===== src/rtl/graf_pkg.sv =====
// Shared types, codes and helper functions of the GPIO register access filter.
package graf_pkg;

  // Fixed field widths of the command and result beats
  localparam int DATA_W   = 32;
  localparam int WORD_W   = 10;
  localparam int PORT_W   = 7;
  localparam int PIN_W    = 3;
  localparam int BE_W     = 4;
  localparam int OFS_W    = WORD_W + 2;

  // Widest store addresses over the legal parameter range
  localparam int RA_MAX_W = 12;
  localparam int GA_MAX_W = 9;

  // Command queue depth between front and back
  localparam int QUEUE_DEPTH = 2;

  // Command codes
  localparam logic [2:0] CMD_READ   = 3'd0;
  localparam logic [2:0] CMD_WRITE  = 3'd1;
  localparam logic [2:0] CMD_GRANT  = 3'd2;
  localparam logic [2:0] CMD_REVOKE = 3'd3;
  localparam logic [2:0] CMD_FILL   = 3'd4;

  // Configuration register indexes
  localparam int CFG_IDX_W = 1;
  localparam int CFG_DATA_W = 2;
  localparam logic [CFG_IDX_W-1:0] CFG_ACTION_MODE  = 1'b0;
  localparam logic [CFG_IDX_W-1:0] CFG_BANK_PRESENT = 1'b1;

  // Action modes; the unused code behaves like pass
  localparam logic [1:0] MODE_PASS   = 2'd0;
  localparam logic [1:0] MODE_REPORT = 2'd1;
  localparam logic [1:0] MODE_MASK   = 2'd2;

  // Byte offsets of the unimplemented windows and size of one port's slice
  localparam logic [OFS_W-1:0] UNIMPL_LO  = 12'h700;
  localparam logic [OFS_W-1:0] UNIMPL_HI  = 12'hC00;
  localparam logic [OFS_W-1:0] UNIMPL_TOP = 12'hE00;
  localparam int               PORT_BYTES = 'h20;

  // Register kind within a port slice (byte offset bits 4:2)
  localparam logic [2:0] REG_CON    = 3'd0;
  localparam logic [2:0] REG_DAT    = 3'd1;
  localparam logic [2:0] REG_PUD    = 3'd2;
  localparam logic [2:0] REG_DRV    = 3'd3;
  localparam logic [2:0] REG_CONPDN = 3'd4;
  localparam logic [2:0] REG_PUDPDN = 3'd5;

  // Grant fill patterns
  localparam logic [7:0] FILL_ALLOW = 8'hFF;
  localparam logic [7:0] FILL_DENY  = 8'h00;

  typedef struct packed {
    logic [2:0]        cmd;
    logic              bank;
    logic [WORD_W-1:0] word_index;
    logic [BE_W-1:0]   byte_enable;
    logic [DATA_W-1:0] write_data;
    logic [PORT_W-1:0] port;
    logic [PIN_W-1:0]  pin;
  } in_t;

  typedef struct packed {
    logic [DATA_W-1:0] read_data;
    logic [DATA_W-1:0] prior_value;
    logic              violation;
  } out_t;

  typedef enum logic [2:0] {
    OP_READ,
    OP_WRITE,
    OP_GRANT,
    OP_REVOKE,
    OP_FILL,
    OP_NOP
  } op_t;

  typedef enum logic [2:0] {
    KIND_ALL,
    KIND_CON,
    KIND_DAT,
    KIND_TWO,
    KIND_NONE
  } kind_t;

  // Classified command as it waits in the queue
  typedef struct packed {
    op_t                 op;
    logic                usable;
    logic                gsel_ok;
    logic [RA_MAX_W-1:0] ra;
    logic [GA_MAX_W-1:0] ga;
    kind_t               kind;
    logic [BE_W-1:0]     byte_enable;
    logic [DATA_W-1:0]   write_data;
    logic [PIN_W-1:0]    pin;
  } entry_t;

  typedef enum logic [1:0] {
    ST_CLEAR,
    ST_IDLE,
    ST_EXEC,
    ST_FILL
  } back_state_t;

  // Allowed bits of a register from the granted pins of its port
  function automatic logic [DATA_W-1:0] field_mask(logic [7:0] granted, kind_t kind);
    logic [DATA_W-1:0] m;
    m = '0;
    case (kind)
      KIND_ALL: m = '1;
      KIND_CON: for (int p = 0; p < 8; p++) m[4*p +: 4] = {4{granted[p]}};
      KIND_DAT: m[7:0] = granted;
      KIND_TWO: for (int p = 0; p < 8; p++) m[2*p +: 2] = {2{granted[p]}};
      default:  m = '0;
    endcase
    return m;
  endfunction

  // Expand byte enables to a bit mask
  function automatic logic [DATA_W-1:0] byte_mask(logic [BE_W-1:0] be);
    logic [DATA_W-1:0] m;
    for (int k = 0; k < BE_W; k++) m[8*k +: 8] = {8{be[k]}};
    return m;
  endfunction

endpackage


===== src/rtl/graf_fifo.sv =====
// Short command queue between the front end and the back end.
module graf_fifo (
  input  logic             clk,
  input  logic             rst_n,
  input  logic             push,
  input  graf_pkg::entry_t push_data,
  input  logic             pop,
  output graf_pkg::entry_t head,
  output logic             full,
  output logic             empty
);
  import graf_pkg::*;

  localparam int PTR_W = $clog2(QUEUE_DEPTH);
  localparam int CNT_W = $clog2(QUEUE_DEPTH + 1);

  entry_t           mem_r [QUEUE_DEPTH];
  logic [PTR_W-1:0] wr_ptr_r, wr_ptr_nxt;
  logic [PTR_W-1:0] rd_ptr_r, rd_ptr_nxt;
  logic [CNT_W-1:0] cnt_r, cnt_nxt;

  assign full  = (cnt_r == CNT_W'(QUEUE_DEPTH));
  assign empty = (cnt_r == '0);
  assign head  = mem_r[rd_ptr_r];

  // Advance pointers and count
  always_comb begin
    wr_ptr_nxt = wr_ptr_r;
    rd_ptr_nxt = rd_ptr_r;
    cnt_nxt    = cnt_r;
    if (push) begin
      wr_ptr_nxt = (wr_ptr_r == PTR_W'(QUEUE_DEPTH - 1)) ? '0 : wr_ptr_r + 1'b1;
    end
    if (pop) begin
      rd_ptr_nxt = (rd_ptr_r == PTR_W'(QUEUE_DEPTH - 1)) ? '0 : rd_ptr_r + 1'b1;
    end
    if (push && !pop) begin
      cnt_nxt = cnt_r + 1'b1;
    end else if (pop && !push) begin
      cnt_nxt = cnt_r - 1'b1;
    end
  end

  always_ff @(posedge clk) begin
    if (!rst_n) begin
      wr_ptr_r <= '0;
      rd_ptr_r <= '0;
      cnt_r    <= '0;
    end else begin
      wr_ptr_r <= wr_ptr_nxt;
      rd_ptr_r <= rd_ptr_nxt;
      cnt_r    <= cnt_nxt;
    end
  end

  // Store the incoming beat
  always_ff @(posedge clk) begin
    if (push) begin
      mem_r[wr_ptr_r] <= push_data;
    end
  end

endmodule


===== config.mk =====
export PLATFORM = sky130hd
export DESIGN_NAME = graf_fifo
export DESIGN_NICKNAME = d
export VERILOG_FILES = /design/src/rtl/graf_pkg.sv /design/src/rtl/graf_fifo.sv
export SDC_FILE = /design/constraint.sdc
export NUM_CORES = 1
export LEC_CHECK = 0
export BUFFER_PORTS_ARGS = -buffer_cell sky130_fd_sc_hd__buf_2
export CORE_AREA = 2 2 101 103
export CTS_CLUSTER_SIZE = 14
export DETAILED_ROUTE_END_ITERATION = 12
export DIE_AREA = 0 0 103 105
export PLACE_DENSITY_LB_ADDON = 0.05
export SLEW_MARGIN = 20
export SYNTH_ARGS = -nofsm -noshare
export SYNTH_HDL_FRONTEND = slang
export SYNTH_SLANG_ARGS = --single-unit

===== constraint.sdc =====
create_clock -name clk -period 8.67 [get_ports clk]
set_clock_uncertainty 0.15 [all_clocks]
set_input_delay 0.4335 -clock clk [delete_from_list [all_inputs] [get_ports clk]]
set_output_delay 0.4335 -clock clk [all_outputs]
set_load 0.02 [all_outputs]

==> impl_metrics.yaml <==
status:
  status: "finished, final reports clean"
detailed_routing:
  vias: 2914
  wirelength_mm: 9.799
  dr.pass1.iters: 6
  drtIter0Drc: 130
  via_per_inst: 4.841
  drc: 0
  wl_per_cell_um: 16.28
  antenna_left: 0
global_route:
  grtUsageTotal_pct: 18.70
  grt_pass1_vias: 3051
  grt_start_max_net_pins: 69
  grt_overflow_total: 0
  grt_pass1_wl_mm: 14.78
  antenna_found_initial: 0
critical_path:
  r2r-start: "wr_ptr_r$_SDFFE_PN0P_"
  worstReg2RegEnd: "mem_r[0][8]$_DFFE_PP_"
  worstSetupPathType: "register to primary output"
  setup.worst_path.start_class: "register"
  cp_data_required_time_ns: 8.09
  cp_slowest_cell: "dfxtp_4"
  cp_max_fo: 68
  r2r_cells: 2
  endpoint_kind: "primary output"
  cp.arrival_ns: 2.19
  worstPathCellList: "mux2_2, buf_2"
  cp_slowest_stage_delay_ns: 1.03
  ff2ff_setup_slack_ns: 6.50
power:
  leakagePower_nw: 2.875
  sequentialPowerShare_pct: 44.6
  power_frac_comb_pct: 10.8
  sw_frac_of_total_pct: 20.93
  p_sw_mw: 0.3800
  fin_total_pwr_mw: 1.815
  vdd_drop_max_mv: 0.1580
  p_clk_share_pct: 44.6
  powerDensity_mw_per_mm2: 245.8
  intPower_mw: 1.435
placed_design:
  gp_congestion: 0.7239
  dpl-instance-area_mm2: 0.006041
  dp.final_hpwl_mm: 5.506
  port_buffers: 141
floorplan:
  start_util_pct: 54.09
  fp.dieArea_mm2: 0.01082
  die_h_um: 105
  ios: 142
  rows: 36
  core-area_mm2: 0.009639
  die_w_um: 103
sta:
  grt_setup_unrepaired: "false"
  worst_pin_slew_ns: 1.030
  fin_tns_setup_ns: 0
  slew_violations: 0
  slew_headroom_pct: 31.32
  hold_viol: 0
  fin_crit_sh_pct: 31.99
  clock.fmax_mhz: 360.6
  final.min_clock_period_ns: 2.773
  hold_ws_ns: 0.01795
  setup_viol_count_final: 0
worst_hold_path:
  min_from: "rst_n"
  hold_path_class: "input port to register"
  holdPathEnd: "wr_ptr_r$_SDFFE_PN0P_"
  hold_depth: 2
clock_tree:
  cts_buffer_depth: 2
  root_buffer: "clkbuf_8"
  post_cts_buffers: 0
  cts_tree: "yes"
  htree_levels: 4
  clk_pin_slew_worst_paths_ns: 0.06
  clock_latency_ns: 0.51
  clock-sinks: 141
  cts-buffers-inserted: 17
  post_cts_resized: 0
final_layout:
  area_growth_pct: 41.66
  final_common_cell: "buf_2"
  final_cell_mix: "buf_2 (141), edfxtp_1 (136), dlygate4sd3_1 (68)"
  layout.nets: 529
  final_area_mm2: 0.007386
  layout-drive-gt1-share_pct: 51.60
  fin_util_pct: 76.62
  n_antenna_cell: 0
synthesis:
  synth_cell_types: 18
  yosysWarnings: 0
  synth_area_mm2: 0.005214
  avgSynthCellArea_um2: 22.28
  ys_seq_area_share_pct: 80.25
  synth-seq-cells: 141
  netlist_instances: 234
  synth_nets: 307
run:
  maxCapViolations: 0
## power groups by stage
stage / logic (mW) / clock network (mW) / registers [mW]
2_1_floorplan: 0.125 / 0 / 0.810
4_1_cts: 0.196 / 0.818 / 0.811
3_5_place_dp: 0.171 / 0 / 0.825
5_1_grt: 0.208 / 0.850 / 0.815
3_3_place_gp: 0.170 / 0 / 0.823
6_report: 0.195 / 0.810 / 0.810
## worst max-delay path, delay by kind of cell (launching register included)
family,cells,cell delay (ns)
buffers and inverters,1,0.16
multiplexers,1,0.44
flip-flops,1,1.03
## state kept, by name, summed over array words and instances (netlist names), named ones only
name      cells
wr_ptr_r      1
rd_ptr_r      1
mem_r       136
cnt_r         2
## through the flow
stage | worst slack (ns) | instances
floorplan | 4.567 | 234
global placement | 6.224 | 502
detailed placement | 6.210 | 502
CTS | 5.855 | 602
global route | 5.783 | 602
finish | 5.897 | 602
## cell type report
type                       instances  area (um^2)
inverter                           1        3.754
timing repair buffer             211         1401
fill                             579         2253
clock buffer                      18        417.9
tap                              133        166.4
clock inverter                    14        246.5
multi-input combinational         84        962.2
sequential                       141         4188
## worst max-delay path by stage
| stage | endpoint | depth (start not counted) | startpoint | slack (ns) |
|---|---|---|---|---|
| floorplan | mem_r[0][0]$_DFFE_PP_ | 1 | push | 4.57 |
| global placement | mem_r[0][45]$_DFFE_PP_ | 3 | push | 6.22 |
| detailed placement | mem_r[0][44]$_DFFE_PP_ | 3 | push | 6.21 |
| CTS | head[50] | 2 | register | 5.85 |
| global route | head[24] | 2 | register | 5.78 |
| finish | head[50] | 2 | register | 5.90 |
## metal layers
layer	global-route usage (%)	vias up	share of wire, %
li1	-	1368	-
met1	21.91	1418	41
met2	30.43	107	50
met3	5.819	21	5.6
met4	9.962	0	2.7
met5	0	-	0
## cells in the mapped netlist
cell type  count  share of area, %
buf_2          4              0.38
buf_8          2              0.58
mux2_4        20               5.8
ha_1           1              0.24
buf_6          2              0.43
a21boi_1       1              0.14
inv_1          1             0.072
xor2_1         2              0.34
or3_1          1              0.12
nor2b_1        3              0.36
o21ai_0        1             0.096
and2_1         4              0.48
edfxtp_1     136                78
xnor2_1        1              0.17
mux2_2        48                10
dfxtp_1        5               1.9
o21a_1         1              0.14
nor2_1         1             0.072
## cells by family (layout without fill, tap and decap cells)
group / Yosys count / in the layout / synth area share [%]
AOI/OAI and AO/OA: 3 / 3 / 0.3840
xor gates and xnor gates: 3 / 3 / 0.5041
adders and majority gates: 1 / 1 / 0.2399
buffers and inverters: 9 / 244 / 1.464
DFF: 141 / 141 / 80.25
muxes: 68 / 68 / 16.13
and+or+nand+nor: 9 / 9 / 1.032
## what timing repair did
action	in CTS	in global routing
hold buffers	68	0
setup endpoints to repair	0	0
hold endpoints to repair	136	0
(Power assumes the default switching activity.)
