--- config.mk ---
export PLATFORM = sky130hd
export DESIGN_NAME = graf_front
export DESIGN_NICKNAME = d
export VERILOG_FILES = /design/src/rtl/graf_pkg.sv /design/src/rtl/graf_front.sv
export SDC_FILE = /design/constraint.sdc
export NUM_CORES = 1
export LEC_CHECK = 0
export ABC_AREA = 1
export BUFFER_PORTS_ARGS = -buffer_cell sky130_fd_sc_hd__buf_2
export CAP_MARGIN = 20
export CORE_ASPECT_RATIO = 1.4
export CORE_UTILIZATION = 27
export DETAILED_ROUTE_END_ITERATION = 16
export GPL_TIMING_DRIVEN = 0
export PLACE_DENSITY = 0.84
export SLEW_MARGIN = 20
export SYNTH_ARGS = -nofsm -noshare
export SYNTH_HDL_FRONTEND = slang
export SYNTH_SLANG_ARGS = --single-unit
--- constraint.sdc ---
create_clock -name vclk -period 0.8
set_input_delay 0.08 -clock vclk [all_inputs]
set_output_delay 0.08 -clock vclk [all_outputs]
set_load 0.1 [all_outputs]
--- src/rtl/graf_pkg.sv ---
// Shared types, codes and helper functions of the GPIO register access filter.
package graf_pkg;

  // Fixed field widths of the command and result beats
  localparam int DATA_W   = 32;
  localparam int WORD_W   = 10;
  localparam int PORT_W   = 7;
  localparam int PIN_W    = 3;
  localparam int BE_W     = 4;
  localparam int OFS_W    = WORD_W + 2;

  // Widest store addresses over the legal parameter range
  localparam int RA_MAX_W = 12;
  localparam int GA_MAX_W = 9;

  // Command queue depth between front and back
  localparam int QUEUE_DEPTH = 2;

  // Command codes
  localparam logic [2:0] CMD_READ   = 3'd0;
  localparam logic [2:0] CMD_WRITE  = 3'd1;
  localparam logic [2:0] CMD_GRANT  = 3'd2;
  localparam logic [2:0] CMD_REVOKE = 3'd3;
  localparam logic [2:0] CMD_FILL   = 3'd4;

  // Configuration register indexes
  localparam int CFG_IDX_W = 1;
  localparam int CFG_DATA_W = 2;
  localparam logic [CFG_IDX_W-1:0] CFG_ACTION_MODE  = 1'b0;
  localparam logic [CFG_IDX_W-1:0] CFG_BANK_PRESENT = 1'b1;

  // Action modes; the unused code behaves like pass
  localparam logic [1:0] MODE_PASS   = 2'd0;
  localparam logic [1:0] MODE_REPORT = 2'd1;
  localparam logic [1:0] MODE_MASK   = 2'd2;

  // Byte offsets of the unimplemented windows and size of one port's slice
  localparam logic [OFS_W-1:0] UNIMPL_LO  = 12'h700;
  localparam logic [OFS_W-1:0] UNIMPL_HI  = 12'hC00;
  localparam logic [OFS_W-1:0] UNIMPL_TOP = 12'hE00;
  localparam int               PORT_BYTES = 'h20;

  // Register kind within a port slice (byte offset bits 4:2)
  localparam logic [2:0] REG_CON    = 3'd0;
  localparam logic [2:0] REG_DAT    = 3'd1;
  localparam logic [2:0] REG_PUD    = 3'd2;
  localparam logic [2:0] REG_DRV    = 3'd3;
  localparam logic [2:0] REG_CONPDN = 3'd4;
  localparam logic [2:0] REG_PUDPDN = 3'd5;

  // Grant fill patterns
  localparam logic [7:0] FILL_ALLOW = 8'hFF;
  localparam logic [7:0] FILL_DENY  = 8'h00;

  typedef struct packed {
    logic [2:0]        cmd;
    logic              bank;
    logic [WORD_W-1:0] word_index;
    logic [BE_W-1:0]   byte_enable;
    logic [DATA_W-1:0] write_data;
    logic [PORT_W-1:0] port;
    logic [PIN_W-1:0]  pin;
  } in_t;

  typedef struct packed {
    logic [DATA_W-1:0] read_data;
    logic [DATA_W-1:0] prior_value;
    logic              violation;
  } out_t;

  typedef enum logic [2:0] {
    OP_READ,
    OP_WRITE,
    OP_GRANT,
    OP_REVOKE,
    OP_FILL,
    OP_NOP
  } op_t;

  typedef enum logic [2:0] {
    KIND_ALL,
    KIND_CON,
    KIND_DAT,
    KIND_TWO,
    KIND_NONE
  } kind_t;

  // Classified command as it waits in the queue
  typedef struct packed {
    op_t                 op;
    logic                usable;
    logic                gsel_ok;
    logic [RA_MAX_W-1:0] ra;
    logic [GA_MAX_W-1:0] ga;
    kind_t               kind;
    logic [BE_W-1:0]     byte_enable;
    logic [DATA_W-1:0]   write_data;
    logic [PIN_W-1:0]    pin;
  } entry_t;

  typedef enum logic [1:0] {
    ST_CLEAR,
    ST_IDLE,
    ST_EXEC,
    ST_FILL
  } back_state_t;

  // Allowed bits of a register from the granted pins of its port
  function automatic logic [DATA_W-1:0] field_mask(logic [7:0] granted, kind_t kind);
    logic [DATA_W-1:0] m;
    m = '0;
    case (kind)
      KIND_ALL: m = '1;
      KIND_CON: for (int p = 0; p < 8; p++) m[4*p +: 4] = {4{granted[p]}};
      KIND_DAT: m[7:0] = granted;
      KIND_TWO: for (int p = 0; p < 8; p++) m[2*p +: 2] = {2{granted[p]}};
      default:  m = '0;
    endcase
    return m;
  endfunction

  // Expand byte enables to a bit mask
  function automatic logic [DATA_W-1:0] byte_mask(logic [BE_W-1:0] be);
    logic [DATA_W-1:0] m;
    for (int k = 0; k < BE_W; k++) m[8*k +: 8] = {8{be[k]}};
    return m;
  endfunction

endpackage

--- src/rtl/graf_front.sv ---
// Front end: accepts commands, classifies them and pushes them into the queue.
module graf_front #(
  parameter int BANK_WORDS     = 1024,
  parameter int PORTS_PER_BANK = 128,
  parameter int NUM_BANKS      = 2
) (
  input  logic            start,
  output logic            busy,
  input  graf_pkg::in_t   in_data,
  input  logic [1:0]      bank_present,
  input  logic            queue_full,
  input  logic            clearing,
  output logic            push,
  output graf_pkg::entry_t entry
);
  import graf_pkg::*;

  logic [OFS_W-1:0]  offset;
  logic              bank_ok;
  logic              word_ok;
  logic              unimpl;
  logic [PORT_W-1:0] gport;
  logic              gport_ok;
  kind_t             kind;
  op_t               op;

  // Hold off while the queue is full or the stores are being cleared
  assign busy = queue_full | clearing;
  assign push = start & ~busy;

  assign offset  = {in_data.word_index, 2'b00};
  assign bank_ok = ({2'b00, in_data.bank} < 3'(NUM_BANKS)) & bank_present[in_data.bank];
  assign word_ok = ({1'b0, in_data.word_index} < 11'(BANK_WORDS));
  assign unimpl  = ((offset >= UNIMPL_LO) && (offset < UNIMPL_HI)) || (offset >= UNIMPL_TOP);

  // Decode the command
  always_comb begin
    unique case (in_data.cmd)
      CMD_READ:   op = OP_READ;
      CMD_WRITE:  op = OP_WRITE;
      CMD_GRANT:  op = OP_GRANT;
      CMD_REVOKE: op = OP_REVOKE;
      CMD_FILL:   op = OP_FILL;
      default:    op = OP_NOP;
    endcase
  end

  // Classify the register kind from its offset
  always_comb begin
    if (unimpl) begin
      kind = KIND_ALL;
    end else begin
      unique case (offset[4:2]) inside
        REG_CON:                               kind = KIND_CON;
        REG_DAT:                               kind = KIND_DAT;
        REG_PUD, REG_DRV, REG_CONPDN, REG_PUDPDN: kind = KIND_TWO;
        default:                               kind = KIND_NONE;
      endcase
    end
  end

  // Writes look up the port owning the offset; grant edits name it directly
  assign gport    = (op == OP_WRITE) ? PORT_W'(offset / PORT_BYTES) : in_data.port;
  assign gport_ok = ({1'b0, gport} < 8'(PORTS_PER_BANK));

  // Build the queue entry
  always_comb begin
    entry.op          = op;
    entry.usable      = bank_ok & word_ok;
    entry.gsel_ok     = ({2'b00, in_data.bank} < 3'(NUM_BANKS)) & gport_ok;
    entry.ra          = RA_MAX_W'({2'b00, in_data.word_index})
                        + (in_data.bank ? RA_MAX_W'(BANK_WORDS) : '0);
    entry.ga          = GA_MAX_W'({2'b00, gport})
                        + (in_data.bank ? GA_MAX_W'(PORTS_PER_BANK) : '0);
    entry.kind        = kind;
    entry.byte_enable = in_data.byte_enable;
    entry.write_data  = in_data.write_data;
    entry.pin         = in_data.pin;
  end

endmodule

==> impl_metrics.sql, run 1 <==
INSERT INTO impl_metrics (metric_group, metric, value, unit) VALUES
('run_status', 'run_status', 'complete, but fails checks', ''),
('run_status', 'violations', 'setup timing', ''),
('synth', 'postSynthAreaPerCell', '6.29', 'µm²'),
('global_route', 'maximum_number_of_pins_on_one_net_before_global_route_repair', '6', ''),
('cells_and_area', 'n_sequential_cell', '0', ''),
('timing', 'final_max_slew_viol_count', '0', ''),
('cells_and_area', 'seq_area', '0', 'µm²'),
('critical_path', 'cp_max_fo', '4', ''),
('global_route', 'grt_first_pass_wirelength', '3610', 'µm'),
('timing', 'setup_viol', '8', ''),
('synth', 'yosysUniqueCellTypes', '14', ''),
('placement', 'place.detailed.hpwl', '2020', 'µm'),
('drt', 'route.antenna.remaining_nets', '0', ''),
('power_and_ir_drop', 'post-layout-total-power', '2440', 'µW'),
('power_and_ir_drop', 'ir_worst_vdd', '1.09', 'mV'),
('global_route', 'gr-usage-all-layers', '0.167', ''),
('synth', 'synth.cell_area', '698', 'µm²'),
('timing', 'final_min_period_over_clock_period', '1.20', ''),
('cells_and_area', 'num-nets-final', '278', ''),
('drt', 'avgViaCountPerCell', '3.98', ''),
('critical_path', 'cp.arrival', '0.88', 'ns'),
('global_route', 'grt.overflow.total', '0', ''),
('timing', 'grt_setup_unrepaired', 'true', ''),
('placement', 'final_wtd_congestion', '0.669', ''),
('cells_and_area', 'num-clock-buffers', '0', ''),
('timing', 'post_route_minimum_period', '0.956', 'ns'),
('floorplan', 'design.die.area', '2800', 'µm²'),
('cells_and_area', 'area_growth_from_synthesis_to_layout', '150', '%'),
('global_route', 'antenna_violations_before_repair', '0', ''),
('worst_hold_path', 'hold_path.startpoint', 'clearing', ''),
('drt', 'dr.pass1.iters', '4', ''),
('synth', 'synth_sequential_area_ratio', '0', ''),
('placement', 'port-buffer-count', '93', ''),
('cells_and_area', 'final_common_cell', 'buf_2', ''),
('cells_and_area', 'layout_common_cells', '65 x buf_2, 63 x buf_4, 13 x buf_12', ''),
('timing', 'hold_violations', '0', ''),
('flow_run', 'drv.max_cap_violation_count', '0', ''),
('floorplan', 'coreArea', '2420', 'µm²'),
('floorplan', 'die_h', '62.2', 'µm'),
('drt', 'routed-via-count', '976', ''),
('cells_and_area', 'fill_cells', '171', ''),
('timing', 'finalWorstSetupSlack', '-0.156', 'ns'),
('critical_path', 'required_time_of_the_critical_path', '0.72', 'ns'),
('drt', 'avgRoutedWirePerCell', '10.7', 'µm'),
('cells_and_area', 'layout.cell_area.non_filler', '1750', 'µm²'),
('critical_path', 'timing.critical_path.from_type', 'input port', ''),
('floorplan', 'floorplan.initialDensity', '0.289', ''),
('global_route', 'vias_in_the_first_global_route', '841', ''),
('drt', 'drt_iter0_drc', '8', ''),
('timing', 'clock.fmax', '1050', 'MHz'),
('cells_and_area', 'layout-drive-gt1-share', '0.919', ''),
('synth', 'postSynthCellCount', '111', ''),
('floorplan', 'io-pin-count', '135', ''),
('timing', 'setup-tns-final', '-1.01', 'ns'),
('critical_path', 'path_class', 'in2out', ''),
('placement', 'postPlaceCellArea', '1350', 'µm²'),
('worst_hold_path', 'timing.hold.worst.class', 'in2out', ''),
('critical_path', 'worst_setup_path_startpoint', 'in_data[58]', ''),
('power_and_ir_drop', 'total_leakage_power', '0.000987', 'µW'),
('floorplan', 'rows', '21', ''),
('worst_hold_path', 'timing.hold.worst_path_depth', '4', ''),
('drt', 'detail_route.drc_violations', '0', ''),
('power_and_ir_drop', 'p_per_area', '1400', 'nW/µm²'),
('clock_network', 'cts_hold_repair.buffers', '0', ''),
('floorplan', 'fp.dieW', '45.0', 'µm'),
('cells_and_area', 'antenna_cells', '0', ''),
('critical_path', 'end_kind', 'output port', ''),
('worst_hold_path', 'hold-path-endpoint', 'push', ''),
('synth', 'synth_warnings', '0', ''),
('drt', 'wirelength', '2610', 'µm');
-- cell usage after synthesis (2+ instances only) --
cell      n  area share
buf_4    55        0.59
conb_1    2       0.011
inv_1    11       0.059
inv_2     5       0.027
nand2_1  14       0.075
nand2_2   3       0.027
nor2_1    8       0.043
o21ai_2   7       0.088
-- power breakdown --
part | leakage, µW | total (µW) | switching (µW) | internal [µW]
clock | 0 | 0 | 0 | 0
sequential | 0 | 0 | 0 | 0
combinational | 0.000987 | 2440 | 1790 | 646
total | 0.000987 | 2440 | 1790 | 646
-- area by class of cell --
cell class / count / area (µm²) / area share
tap: 34 / 42.5 / 0.0244
inverter: 16 / 105 / 0.0602
timing repair buffer: 99 / 803 / 0.460
multi-input combinational: 39 / 357 / 0.204
buffer: 57 / 438 / 0.251
-- metrics by stage --
step	setup slack, ns	std cells	util	hold WS, ns
2_1_floorplan	-0.266	112	-	0.336
3_3_place_gp	-0.431	239	0.558	0.543
3_5_place_dp	-0.437	239	0.558	0.544
4_1_cts	-0.151	244	0.703	0.538
5_1_grt	-0.181	245	0.722	0.540
6_report	-0.156	245	0.722	0.532
-- how the worst max path moves through the flow --
stage	depth (start not counted)	endpoint	slack, ns
after floorplan	2	push	-0.27
after global placement	6	entry[42]	-0.43
after detailed placement	6	entry[42]	-0.44
after CTS	6	entry[43]	-0.15
after global routing	6	entry[42]	-0.18
final	7	entry[45]	-0.16
-- per-layer routing --
metal / part of all wire / global-route usage / vias up
met3: 0.12 / 0.0174 / 0
met4: 0 / 0 / 0
met1: 0.33 / 0.168 / 418
li1: - / - / 471
met5: 0 / 0 / -
met2: 0.54 / 0.351 / 87
-- worst max-delay path, cell delays in order --
cell	delay, ns
buf_8	0.11
inv_16	0.05
nand3_4	0.10
buf_4	0.19
nand2_1	0.10
o21ai_4	0.08
buf_12	0.16
-- cell families after synthesis --
kind of cell | synth area share
buffers and inverters | 0.704
and+or+nand+nor | 0.179
AOI/OAI and AO/OA | 0.106
other | 0.0108
-- repair_timing --
action | CTS | global route
gates cloned | 1 | 0
buffers inserted | 4 | 1
resized for setup | 85 | 11
pin swaps | 13 | 8
endpoints found under the setup margin | 20 | 14
Note: power is estimated with default switching activity, not from simulation.
==> run 2: changes to the inputs <==
--- a/config.mk
+++ b/config.mk
@@ -7,4 +7,5 @@
 export LEC_CHECK = 0
 export ABC_AREA = 1
+export ABC_CLOCK_PERIOD_IN_PS = 800
 export BUFFER_PORTS_ARGS = -buffer_cell sky130_fd_sc_hd__buf_2
 export CAP_MARGIN = 20
==> constraint.sdc (replaced) <==
create_clock -name vclk -period 0.8
set_input_delay 0.08 -clock vclk [all_inputs]
set_output_delay 0.08 -clock vclk [all_outputs]
set_load 0.01 [all_outputs]
==> run 2 against run 1 <==
The run still ends with setup timing left. Combinational power fell by 68%. Sequential share of layout area did not move. Critical path depth fell by 1. Global-route usage fell by 4.7 points. Non-clock buffer count did not move. Via count fell by 3.4%. Critical path type unchanged.
==> impl_metrics.sql, run 2 (synthesized netlist as in run 1, its figures left out) <==
INSERT INTO impl_metrics (metric_group, metric, value, unit) VALUES
('run_status', 'run_status', 'complete, but fails checks', ''),
('drt', 'avgViaCountPerCell', '3.85', ''),
('global_route', 'grt.overflow.total', '0', ''),
('cells_and_area', 'postLayoutCoreUtil', '0.566', ''),
('placement', 'place.detailed.hpwl', '1780', 'µm'),
('floorplan', 'io-pin-count', '135', ''),
('cells_and_area', 'fill_cells', '261', ''),
('timing', 'setup_viol', '7', ''),
('cells_and_area', 'num-nets-final', '278', ''),
('drt', 'routed-via-count', '943', ''),
('placement', 'postPlaceCellArea', '1210', 'µm²'),
('timing', 'grt_setup_unrepaired', 'true', ''),
('global_route', 'maximum_number_of_pins_on_one_net_before_global_route_repair', '6', ''),
('global_route', 'antenna_violations_before_repair', '0', ''),
('global_route', 'gr-usage-all-layers', '0.119', ''),
('drt', 'route.antenna.remaining_nets', '0', ''),
('drt', 'avgRoutedWirePerCell', '8.62', 'µm'),
('timing', 'final_max_slew_viol_count', '0', ''),
('power_and_ir_drop', 'total_leakage_power', '0.000886', 'µW'),
('global_route', 'vias_in_the_first_global_route', '691', ''),
('power_and_ir_drop', 'p_per_area', '565', 'nW/µm²'),
('critical_path', 'cp_max_fo', '5', ''),
('critical_path', 'path_class', 'in2out', ''),
('floorplan', 'fp.dieW', '45.0', 'µm'),
('floorplan', 'coreArea', '2420', 'µm²'),
('cells_and_area', 'seq_area', '0', 'µm²'),
('critical_path', 'end_kind', 'output port', ''),
('critical_path', 'cp.arrival', '0.74', 'ns'),
('cells_and_area', 'layout-drive-gt1-share', '0.858', ''),
('floorplan', 'floorplan.initialDensity', '0.289', ''),
('cells_and_area', 'layout.cell_area.non_filler', '1370', 'µm²'),
('placement', 'final_wtd_congestion', '0.654', ''),
('timing', 'final_min_period_over_clock_period', '1.03', ''),
('critical_path', 'timing.critical_path.from_type', 'input port', ''),
('drt', 'wirelength', '2110', 'µm'),
('cells_and_area', 'final_cells', '245', ''),
('placement', 'placement.setup.worst_slack', '-0.0632', 'ns'),
('global_route', 'grt_first_pass_wirelength', '2680', 'µm'),
('drt', 'dr.pass1.iters', '3', ''),
('run_status', 'violations', 'setup timing', ''),
('floorplan', 'design.die.area', '2800', 'µm²'),
('placement', 'port-buffer-count', '93', ''),
('cells_and_area', 'area_growth_from_synthesis_to_layout', '96.1', '%'),
('placement', 'placed_cells_incl_taps', '239', ''),
('cells_and_area', 'antenna_cells', '0', ''),
('power_and_ir_drop', 'ir_worst_vdd', '0.303', 'mV'),
('floorplan', 'rows', '21', ''),
('timing', 'hold_violations', '0', ''),
('timing', 'post_route_minimum_period', '0.824', 'ns'),
('worst_hold_path', 'hold_path.startpoint', 'in_data[15]', ''),
('cells_and_area', 'num-clock-buffers', '0', ''),
('worst_hold_path', 'timing.hold.worst.class', 'in2out', ''),
('flow_run', 'drv.max_cap_violation_count', '0', ''),
('cells_and_area', 'multi_input_combinational_cell_area', '260', 'µm²'),
('floorplan', 'die_h', '62.2', 'µm'),
('cells_and_area', 'layout_common_cells', '90 x buf_2, 57 x buf_4, 10 x inv_1', ''),
('cells_and_area', 'final_common_cell', 'buf_2', ''),
('cells_and_area', 'n_sequential_cell', '0', ''),
('worst_hold_path', 'hold-path-endpoint', 'entry[8]', ''),
('drt', 'drt_iter0_drc', '3', ''),
('drt', 'detail_route.drc_violations', '0', ''),
('critical_path', 'required_time_of_the_critical_path', '0.72', 'ns'),
('worst_hold_path', 'timing.hold.worst_path_depth', '2', ''),
('timing', 'clock.fmax', '1210', 'MHz'),
('timing', 'finalWorstSetupSlack', '-0.0242', 'ns'),
('timing', 'fin_worst_hold_slack', '0.343', 'ns'),
('clock_network', 'cts_hold_repair.buffers', '0', '');
run 2: cell types whose count changed in the layout (fill, tap and decap cells not counted), moves of 3 or more:
| cell | previous run | this run |
|---|---|---|
| nor2_1 | 0 | 6 |
| inv_2 | 0 | 4 |
| buf_2 | 65 | 90 |
| buf_6 | 8 | 5 |
| buf_12 | 13 | 1 |
| o21ai_2 | 0 | 6 |
| buf_4 | 63 | 57 |
| o21ai_4 | 7 | 1 |
| nor2_4 | 5 | 1 |
run 2: power by group:
group | total [µW] | switching, µW | internal (µW)
Combinational | 773 | 330 | 443
Clock | 0 | 0 | 0
Sequential | 0 | 0 | 0
run 2: critical path, stage by stage:
cell and delay (ns):
buf_6 0.09, inv_4 0.05, nand3_4 0.11, buf_12 0.16, o21ai_2 0.10, buf_2 0.14
run 2: layout make-up:
cell class / instances / share of cell area
timing repair buffer: 99 / 0.412
inverter: 16 / 0.0475
tap: 34 / 0.0311
buffer: 57 / 0.319
multi-input combinational: 39 / 0.190
run 2: worst max path at each step:
stage,startpoint,endpoint
detailed placement,in_data[58],entry[45]
finish,in_data[58],entry[43]
global route,in_data[58],entry[43]
floorplan,in_data[58],entry[42]
global placement,in_data[58],entry[43]
CTS,in_data[59],entry[43]
run 2: metal layers:
metal | vias to the layer above | track usage | routed length [µm] | share of wire
met5 | - | 0 | 0 | 0
met4 | 0 | 0 | 0 | 0
met3 | 0 | 0.0145 | 339 | 0.16
met2 | 88 | 0.268 | 1220 | 0.58
met1 | 386 | 0.104 | 551 | 0.26
li1 | 469 | - | - | -
run 2: per-stage QoR:
step,power (µW),TNS (ns)
final,773,-0.135
after detailed placement,691,-0.342
after CTS,738,-0.214
after global placement,682,-0.303
after global routing,836,-0.353
after floorplan,425,0
run 2: what timing repair did:
action                                  4_1_cts  5_1_grt
gates resized for setup                       9       17
cloned                                        1        0
buffers inserted                              3        2
pin swaps                                     2        4
endpoints found under the setup margin        7       10
